### config.mk
export PLATFORM = sky130hd
export DESIGN_NAME = square_wave_channel_with_sweep
export DESIGN_NICKNAME = d
export VERILOG_FILES = /design/src/hdl/sqw_pkg.sv /design/src/hdl/sqw_core.sv /design/src/hdl/square_wave_channel_with_sweep.sv
export SDC_FILE = /design/constraint.sdc
export NUM_CORES = 1
export LEC_CHECK = 0
export ABC_CLOCK_PERIOD_IN_PS = 5050
export BUFFER_PORTS_ARGS = -buffer_cell sky130_fd_sc_hd__clkbuf_2
export CAP_MARGIN = 5
export CORE_MARGIN = 2
export CORE_UTILIZATION = 45
export DETAILED_ROUTE_END_ITERATION = 8
export GPL_TIMING_DRIVEN = 0
export PLACE_DENSITY = 0.67
export SLEW_MARGIN = 0
export SYNTH_ARGS = -nofsm -noshare
export SYNTH_HDL_FRONTEND = slang
export SYNTH_HIERARCHICAL = 1
export SYNTH_SLANG_ARGS = --single-unit
export TNS_END_PERCENT = 10
### constraint.sdc
create_clock -name i_clk -period 5.05 [get_ports i_clk]
set_clock_uncertainty 0.1 [all_clocks]
set_input_delay 0.2525 -clock i_clk [delete_from_list [all_inputs] [get_ports i_clk]]
set_output_delay 0.2525 -clock i_clk [all_outputs]
set_load 0.1 [all_outputs]
### src/hdl/sqw_pkg.sv
`timescale 1ns / 1ps
// ----------------------------------------------------------------------------
// sqw_pkg
// Shared types and constants for the square-wave channel with period sweep.
// ----------------------------------------------------------------------------
package sqw_pkg;

    localparam int unsigned DEF_LENGTH_LIMIT = 64;

    localparam int unsigned PERIOD_W   = 11;
    localparam int unsigned CFG_IDX_W  = 3;
    localparam int unsigned CFG_DATA_W = 11;

    localparam logic [PERIOD_W-1:0] PERIOD_MAX = 11'h7FF;

    typedef enum logic [CFG_IDX_W-1:0] {
        CFG_SWEEP    = 3'd0,
        CFG_DUTY_LEN = 3'd1,
        CFG_ENVELOPE = 3'd2,
        CFG_PERIOD   = 3'd3,
        CFG_LEN_EN   = 3'd4,
        CFG_MASTER   = 3'd5
    } t_cfg_idx;

    // duty patterns, bit n is the level at duty position n
    localparam logic [7:0] DUTY_PATTERN [4] = '{8'h7F, 8'h7E, 8'h1E, 8'h81};

    typedef struct packed {
        logic div_tap_bit;
        logic trigger;
    } t_in_word;

    typedef struct packed {
        logic [3:0]          level;
        logic                channel_active;
        logic [PERIOD_W-1:0] current_period;
    } t_out_word;

    typedef struct packed {
        logic [6:0]          sweep_setting;
        logic [7:0]          duty_and_length;
        logic [7:0]          envelope_setting;
        logic [PERIOD_W-1:0] initial_period;
        logic                length_enable;
        logic                master_enable;
    } t_cfg;

endpackage

### src/hdl/sqw_core.sv
`timescale 1ns / 1ps
// ----------------------------------------------------------------------------
// sqw_core
// Channel state: frame sequencer, length, envelope, sweep, period and duty.
// Advances one step per accepted word and gives that step's result.
// ----------------------------------------------------------------------------
module sqw_core import sqw_pkg::*; #(
    parameter int unsigned LENGTH_LIMIT = DEF_LENGTH_LIMIT
) (
    input  logic      i_clk,
    input  logic      i_rst_n,
    input  logic      i_step,
    input  t_in_word  i_word,
    input  t_cfg      i_cfg,
    output t_out_word o_result
);

    localparam int unsigned LC_MAX = ((LENGTH_LIMIT + 1) > 63) ? (LENGTH_LIMIT + 1) : 63;
    localparam int unsigned LC_W   = $clog2(LC_MAX + 1);
    localparam logic [LC_W-1:0] LIMIT = LC_W'(LENGTH_LIMIT);

    logic                r_prev_tap, n_prev_tap;
    logic [2:0]          r_frame, n_frame;
    logic                r_active, n_active;
    logic [LC_W-1:0]     r_len, n_len;
    logic [3:0]          r_vol, n_vol;
    logic                r_env_up, n_env_up;
    logic [2:0]          r_env_pace, n_env_pace;
    logic [2:0]          r_env_cnt, n_env_cnt;
    logic [2:0]          r_sw_pace, n_sw_pace;
    logic                r_sw_sub, n_sw_sub;
    logic [2:0]          r_sw_shift, n_sw_shift;
    logic [2:0]          r_sw_cnt, n_sw_cnt;
    logic [PERIOD_W-1:0] r_shadow, n_shadow;
    logic [PERIOD_W:0]   r_pcnt, n_pcnt;
    logic [2:0]          r_duty, n_duty;
    logic [1:0]          r_phase, n_phase;

    logic                tap_fall;
    logic                dac_on;
    logic                run;
    logic [PERIOD_W:0]   start_sum;
    logic [PERIOD_W-1:0] sw_diff;
    logic [PERIOD_W:0]   sw_sum;
    logic [PERIOD_W:0]   pc_inc;
    logic [3:0]          level;

    always_comb begin
        tap_fall   = r_prev_tap & ~i_word.div_tap_bit;
        dac_on     = |i_cfg.envelope_setting[7:3];
        n_prev_tap = i_word.div_tap_bit;
        n_frame    = tap_fall ? r_frame + 3'd1 : r_frame;
        n_active   = r_active & dac_on;
        n_len      = r_len;
        n_vol      = r_vol;
        n_env_up   = r_env_up;
        n_env_pace = r_env_pace;
        n_env_cnt  = r_env_cnt;
        n_sw_pace  = r_sw_pace;
        n_sw_sub   = r_sw_sub;
        n_sw_shift = r_sw_shift;
        n_sw_cnt   = r_sw_cnt;
        n_shadow   = r_shadow;
        n_pcnt     = r_pcnt;
        n_duty     = r_duty;
        n_phase    = r_phase;
        start_sum  = {1'b0, i_cfg.initial_period}
                   + {1'b0, i_cfg.initial_period >> i_cfg.sweep_setting[2:0]};

        // trigger: reload settings
        if (i_word.trigger && dac_on && i_cfg.master_enable) begin
            n_active   = 1'b1;
            n_duty     = 3'd0;
            if (r_len >= LIMIT) begin
                n_len = LC_W'(i_cfg.duty_and_length[5:0]);
            end
            n_shadow   = i_cfg.initial_period;
            n_pcnt     = {1'b0, i_cfg.initial_period};
            n_vol      = i_cfg.envelope_setting[7:4];
            n_env_up   = i_cfg.envelope_setting[3];
            n_env_pace = i_cfg.envelope_setting[2:0];
            n_env_cnt  = 3'd0;
            n_sw_cnt   = 3'd0;
            n_sw_pace  = i_cfg.sweep_setting[6:4];
            n_sw_sub   = i_cfg.sweep_setting[3];
            n_sw_shift = i_cfg.sweep_setting[2:0];
            n_phase    = 2'd0;
            if (i_cfg.sweep_setting[2:0] != 3'd0 && !i_cfg.sweep_setting[3]
                    && start_sum[PERIOD_W]) begin
                n_active = 1'b0;
            end
        end

        if (!i_cfg.master_enable) begin
            n_active = 1'b0;
        end

        run     = i_cfg.master_enable & dac_on & n_active;
        sw_diff = n_shadow >> n_sw_shift;
        sw_sum  = {1'b0, n_shadow} + {1'b0, sw_diff};
        level   = 4'd0;

        if (run) begin
            if (tap_fall) begin
                // length
                if (!n_frame[0] && i_cfg.length_enable) begin
                    if (n_len <= LIMIT) begin
                        n_len = n_len + 1'b1;
                    end
                    if (n_len > LIMIT) begin
                        n_active = 1'b0;
                    end
                end
                // envelope
                if (n_frame == 3'd0 && n_env_pace != 3'd0) begin
                    n_env_cnt = n_env_cnt + 3'd1;
                    if (n_env_cnt >= n_env_pace) begin
                        if (!n_env_up && n_vol != 4'd0) begin
                            n_vol = n_vol - 4'd1;
                        end
                        if (n_env_up && n_vol != 4'd15) begin
                            n_vol = n_vol + 4'd1;
                        end
                        n_env_cnt = 3'd0;
                    end
                end
                // sweep, gated by the live pace bits
                if (n_frame[1:0] == 2'd0 && i_cfg.sweep_setting[6:4] != 3'd0) begin
                    n_sw_cnt = n_sw_cnt + 3'd1;
                    if (n_sw_cnt >= n_sw_pace) begin
                        if (!n_sw_sub) begin
                            if (sw_sum[PERIOD_W]) begin
                                n_active = 1'b0;
                            end else begin
                                n_shadow = sw_sum[PERIOD_W-1:0];
                            end
                        end else begin
                            n_shadow = (sw_diff >= n_shadow) ? '0 : n_shadow - sw_diff;
                        end
                        n_sw_cnt = 3'd0;
                    end
                end
            end
            if (n_phase == 2'd0) begin
                pc_inc = n_pcnt + 1'b1;
                if (pc_inc > {1'b0, PERIOD_MAX}) begin
                    n_pcnt = {1'b0, n_shadow};
                    n_duty = n_duty + 3'd1;
                end else begin
                    n_pcnt = pc_inc;
                end
            end else begin
                pc_inc = n_pcnt;
            end
            if (DUTY_PATTERN[i_cfg.duty_and_length[7:6]][n_duty]) begin
                level = n_vol;
            end
        end else begin
            pc_inc = n_pcnt;
        end

        n_phase = n_phase + 2'd1;

        o_result.level          = level;
        o_result.channel_active = n_active;
        o_result.current_period = n_shadow;
    end

    always_ff @(posedge i_clk) begin
        if (!i_rst_n) begin
            r_prev_tap <= 1'b0;
            r_frame    <= '0;
            r_active   <= 1'b0;
            r_len      <= '0;
            r_vol      <= '0;
            r_env_up   <= 1'b0;
            r_env_pace <= '0;
            r_env_cnt  <= '0;
            r_sw_pace  <= '0;
            r_sw_sub   <= 1'b0;
            r_sw_shift <= '0;
            r_sw_cnt   <= '0;
            r_shadow   <= '0;
            r_pcnt     <= '0;
            r_duty     <= '0;
            r_phase    <= '0;
        end else if (i_step) begin
            r_prev_tap <= n_prev_tap;
            r_frame    <= n_frame;
            r_active   <= n_active;
            r_len      <= n_len;
            r_vol      <= n_vol;
            r_env_up   <= n_env_up;
            r_env_pace <= n_env_pace;
            r_env_cnt  <= n_env_cnt;
            r_sw_pace  <= n_sw_pace;
            r_sw_sub   <= n_sw_sub;
            r_sw_shift <= n_sw_shift;
            r_sw_cnt   <= n_sw_cnt;
            r_shadow   <= n_shadow;
            r_pcnt     <= n_pcnt;
            r_duty     <= n_duty;
            r_phase    <= n_phase;
        end
    end

endmodule

### src/hdl/square_wave_channel_with_sweep.sv
`timescale 1ns / 1ps
// ----------------------------------------------------------------------------
// square_wave_channel_with_sweep
// Square-wave sound channel with length counter, volume envelope and
// period sweep, stepped once per input word.
// ----------------------------------------------------------------------------
// Usage:
//   Input channel (i_in_valid / o_in_stall / i_in_data): one word per machine
//   cycle, carrying the divider tap bit and the trigger flag. Each accepted
//   word advances the channel by one cycle and yields exactly one output word.
//   Output channel (o_out_valid / i_out_stall / o_out_data): level, active
//   status and current shadow period.
//   The output word is registered on the edge that accepts the input word.
//   Throughput is one word per cycle unless the receiver stalls; a word is
//   accepted while the previous result is being taken.
//   When the receiver stalls, the held output word stays put and o_in_stall
//   rises, so at most one result waits. The single output register sets this.
//   Configuration (i_cfg_valid / o_cfg_ready / i_cfg_index / i_cfg_data):
//   always ready; user must write only while the channel is idle (unenforced).
//   Reset clears all channel state, all settings and the output register.
// ----------------------------------------------------------------------------
module square_wave_channel_with_sweep import sqw_pkg::*; #(
    parameter int unsigned LENGTH_LIMIT = DEF_LENGTH_LIMIT
) (
    input  logic                  i_clk,
    input  logic                  i_rst_n,
    input  logic                  i_in_valid,
    output logic                  o_in_stall,
    input  t_in_word              i_in_data,
    output logic                  o_out_valid,
    input  logic                  i_out_stall,
    output t_out_word             o_out_data,
    input  logic                  i_cfg_valid,
    output logic                  o_cfg_ready,
    input  logic [CFG_IDX_W-1:0]  i_cfg_index,
    input  logic [CFG_DATA_W-1:0] i_cfg_data
);

    t_cfg      r_cfg;
    logic      r_out_valid;
    t_out_word r_out;
    t_out_word result;
    logic      accept;

    assign o_in_stall  = r_out_valid & i_out_stall;
    assign accept      = i_in_valid & ~o_in_stall;
    assign o_cfg_ready = 1'b1;
    assign o_out_valid = r_out_valid;
    assign o_out_data  = r_out;

    sqw_core #(
        .LENGTH_LIMIT (LENGTH_LIMIT)
    ) u_core (
        .i_clk    (i_clk),
        .i_rst_n  (i_rst_n),
        .i_step   (accept),
        .i_word   (i_in_data),
        .i_cfg    (r_cfg),
        .o_result (result)
    );

    always_ff @(posedge i_clk) begin
        if (!i_rst_n) begin
            r_cfg <= '0;
        end else if (i_cfg_valid) begin
            case (i_cfg_index)
                CFG_SWEEP:    r_cfg.sweep_setting    <= i_cfg_data[6:0];
                CFG_DUTY_LEN: r_cfg.duty_and_length  <= i_cfg_data[7:0];
                CFG_ENVELOPE: r_cfg.envelope_setting <= i_cfg_data[7:0];
                CFG_PERIOD:   r_cfg.initial_period   <= i_cfg_data[PERIOD_W-1:0];
                CFG_LEN_EN:   r_cfg.length_enable    <= i_cfg_data[0];
                CFG_MASTER:   r_cfg.master_enable    <= i_cfg_data[0];
                default: begin
                end
            endcase
        end
    end

    always_ff @(posedge i_clk) begin
        if (!i_rst_n) begin
            r_out_valid <= 1'b0;
            r_out       <= '0;
        end else if (accept) begin
            r_out_valid <= 1'b1;
            r_out       <= result;
        end else if (!i_out_stall) begin
            r_out_valid <= 1'b0;
        end
    end

endmodule

==> flow_summary.json <==
{
  "dieArea_mm2": 0.0213,
  "tightest_slew_ps": 1170,
  "antenna_found_initial": 0,
  "synth_compound_area_frac": 0.233,
  "ctsHtreeMaxLevel": 4,
  "p_leak_nw": 4.54,
  "finalCritPeriodShare": 0.987,
  "hold_viol": 0,
  "n_antenna_cell": 0,
  "fin_util": 0.557,
  "firstDrtPassIters": 7,
  "io_pins": 40,
  "r2r_cells": 24,
  "overflow": 0,
  "synth-xor-area-share": 0.0320,
  "dr_total_vias": 9657,
  "grt_pass1_wl_mm": 47.6,
  "drt-vias-per-instance": 6.21,
  "synth_nets": 1267,
  "io_buffer_count": 38,
  "yosysTopAreaCell": "dfxtp_1",
  "ys_seq_area_frac": 0.252,
  "cts_root_buf": "clkbuf_16",
  "peakVddDrop_mv": 0.200,
  "async_flop_share": 0,
  "min_path_type": "in -> reg",
  "syn_area_mm2": 0.00905,
  "core_area_mm2": 0.0196,
  "yosys-mux-area-fraction": 0.125,
  "netlist_instances": 1193,
  "final_common_cell": "nand2_1",
  "num_rows": 51,
  "wirelength_mm": 31.5,
  "worstPathArrival_ps": 5190,
  "critPathMaxFanout": 10,
  "grt_pass1_vias": 8430,
  "synth-simple-area-share": 0.229,
  "worstReg2RegStart": "r_cfg[0]$_SDFFE_PN0P_",
  "maxCapViolCount": 0,
  "netlist_top_cells_area": "dfxtp_1 25%, mux2i_1 11%, nand2_1 7.9%, ha_1 7.1%, nor2_1 4.1%",
  "whs_ps": 16.9,
  "initial_utilization": 0.462,
  "wl_per_cell_um": 20.3,
  "design_area_mm2": 0.0109,
  "drc_errors": 0,
  "synth.distinct_cells": 76,
  "cp-startpoint": "r_cfg[0]$_SDFFE_PN0P_",
  "crit_type": "reg -> reg",
  "final_cell_mix": "188 x nand2_1, 109 x dfxtp_1, 98 x nor2_1",
  "yosysWarnings": 6,
  "cp.required_ps": 5250,
  "final_max_slew_viol_count": 0,
  "dp_hpwl_mm": 22.5,
  "synth-seq-cells": 114,
  "die_h_um": 146,
  "synth_top_area_share": 0.252,
  "reg2reg_slack_ps": 60,
  "clockBufferDepth": 2,
  "synthAdderAreaFrac": 0.0750,
  "powerDensity_mw_per_mm2": 240,
  "drive_above_1_share": 0.177,
  "synth_edf_count": 0,
  "fmax_mhz": 201,
  "clk_latency_ps": 420,
  "rsz0062_at_grt": "true",
  "synth-main-ff-cell": "dfxtp_1",
  "cts_tree": "yes",
  "syn2layout_area_growth_pct": 20.6,
  "postRouteAntennaNets": 0,
  "clk_pin_slew_ps": 50,
  "crit_path_end_kind": "flop",
  "timing.rr.end": "o_out_data[8]$_SDFFE_PN0P_",
  "setup_viol": 0,
  "place_congestion": 0.955,
  "cts.sinks": 114,
  "timing.critical_path.to": "o_out_data[8]$_SDFFE_PN0P_",
  "critPathLaunchType": "flop",
  "cts_buffers": 17,
  "synth_top_family_by_area": "compound AO/OA/AOI/OAI gates",
  "dpl-instance-area_mm2": 0.00957,
  "finalCriticalPeriod_ps": 4990,
  "status": "finished, final reports clean",
  "avgSynthCellArea_um2": 7.58,
  "setup_tns_ps": 0,
  "die_x_um": 146,
  "grt_usage": 0.282,
  "fin_nets": 1352,
  "slew_headroom": 0.217,
  "grt_max_degree": 17,
  "drtIter0Drc": 1191
}
area by class of cell:
cell class / count / area, um^2
tap: 265 / 332
buffer: 68 / 397
inverter: 40 / 150
multi-input combinational: 962 / 6650
clock inverter: 5 / 75.1
fill: 1858 / 8680
timing repair buffer: 75 / 505
sequential: 114 / 2290
clock buffer: 25 / 505
cell families after synthesis:
group,after synthesis
AO/OA/AOI/OAI,313
XOR/XNOR,33
adder cells (fa/ha/maj),53
buffers and inverters,117
flip-flops,114
multiplexers,109
other,1
AND/OR/NAND/NOR,453
cells in the mapped netlist (12+ instances only):
library cell,instances
inv_1,40
and3_1,14
a31oi_1,17
nor2b_1,12
nor2_1,100
a211oi_1,18
o211ai_1,14
nor3_1,28
buf_2,19
dfxtp_1,114
nand4_1,13
o21ai_0,57
o21ai_1,17
mux2i_1,95
and2_1,14
ha_1,51
xnor2_1,16
a21oi_1,69
nand2_1,190
nand3_1,40
clkbuf_1,50
xor2_1,17
power breakdown:
| group | internal, mW | switching (mW) |
|---|---|---|
| combinational | 0.181 | 0.291 |
| sequential | 0.920 | 0.0230 |
| clock | 0.783 | 0.418 |
per-layer routing:
| metal | GRT usage | wire length [um] | vias to the layer above |
|---|---|---|---|
| li1 | - | - | 4483 |
| met1 | 0.411 | 13800 | 4535 |
| met2 | 0.417 | 13400 | 577 |
| met3 | 0.0624 | 3640 | 62 |
| met5 | 0 | 0 | - |
| met4 | 0.0755 | 649 | 0 |
registers in the layout, indices dropped and copies added, names as in the netlist, 3 cells and up:
name               count
r_cfg                 36
o_out_data            16
u_core/r_pcnt         12
u_core/r_shadow       11
u_core/r_len           7
u_core/r_vol           4
u_core/r_duty          3
u_core/r_env_cnt       3
u_core/r_env_pace      3
u_core/r_frame         3
u_core/r_sw_cnt        3
u_core/r_sw_pace       3
u_core/r_sw_shift      3
worst max-delay path: stages (launching register included):
cell and delay [ps]:
dfxtp_4 400, and2_1 160, buf_6 140, a21boi_4 290, buf_12 170, mux2i_4 280, buf_8 140, buf_6 150
nor2_1 80, a211oi_2 230, a21oi_1 70, mux2i_1 230, ha_2 230, inv_1 50, fa_2 350, nor2b_1 160
o21a_1 200, or3_4 390, nand2_2 80, xnor2_2 130, o21ai_2 100, or3_1 380, a21boi_1 160, nand2_1 110
mux2i_1 80
stage by stage:
| stage | std cells | power [mW] | worst slack, ps |
|---|---|---|---|
| 6_report | 1554 | 2.62 | 65.0 |
| 5_1_grt | 1554 | 2.70 | -96.4 |
| 4_1_cts | 1534 | 2.57 | 0.452 |
| 3_5_place_dp | 1496 | 1.36 | -1280 |
| 3_3_place_gp | 1496 | 1.36 | -1170 |
| 2_1_floorplan | 1193 | 1.24 | 97.3 |
timing repair:
item	in CTS	in global routing
gates cloned	0	2
resized for setup	49	85
hold buffers	4	0
setup buffers	11	20
endpoints found under the setup margin	41	48
hold endpoints to repair	4	0
pin swaps	3	16
how the worst min path moves through the flow:
stage,startpoint,end,slack (ps),cells past startpoint
final,i_in_data[1],u_core/r_prev_tap$_SDFFE_PN0P_,20,3
after global placement,u_core/r_env_cnt[0]$_SDFFE_PN0P_,u_core/r_env_cnt[0]$_SDFFE_PN0P_,340,1
after CTS,i_in_data[1],u_core/r_prev_tap$_SDFFE_PN0P_,5,3
after detailed placement,o_out_data[9]$_SDFFE_PN0P_,o_out_data[9]$_SDFFE_PN0P_,350,2
after floorplan,i_in_valid,o_out_valid$_SDFFE_PN0P_,280,1
after global routing,i_in_data[1],u_core/r_prev_tap$_SDFFE_PN0P_,20,3
Note: power is estimated with default switching activity, not from simulation.
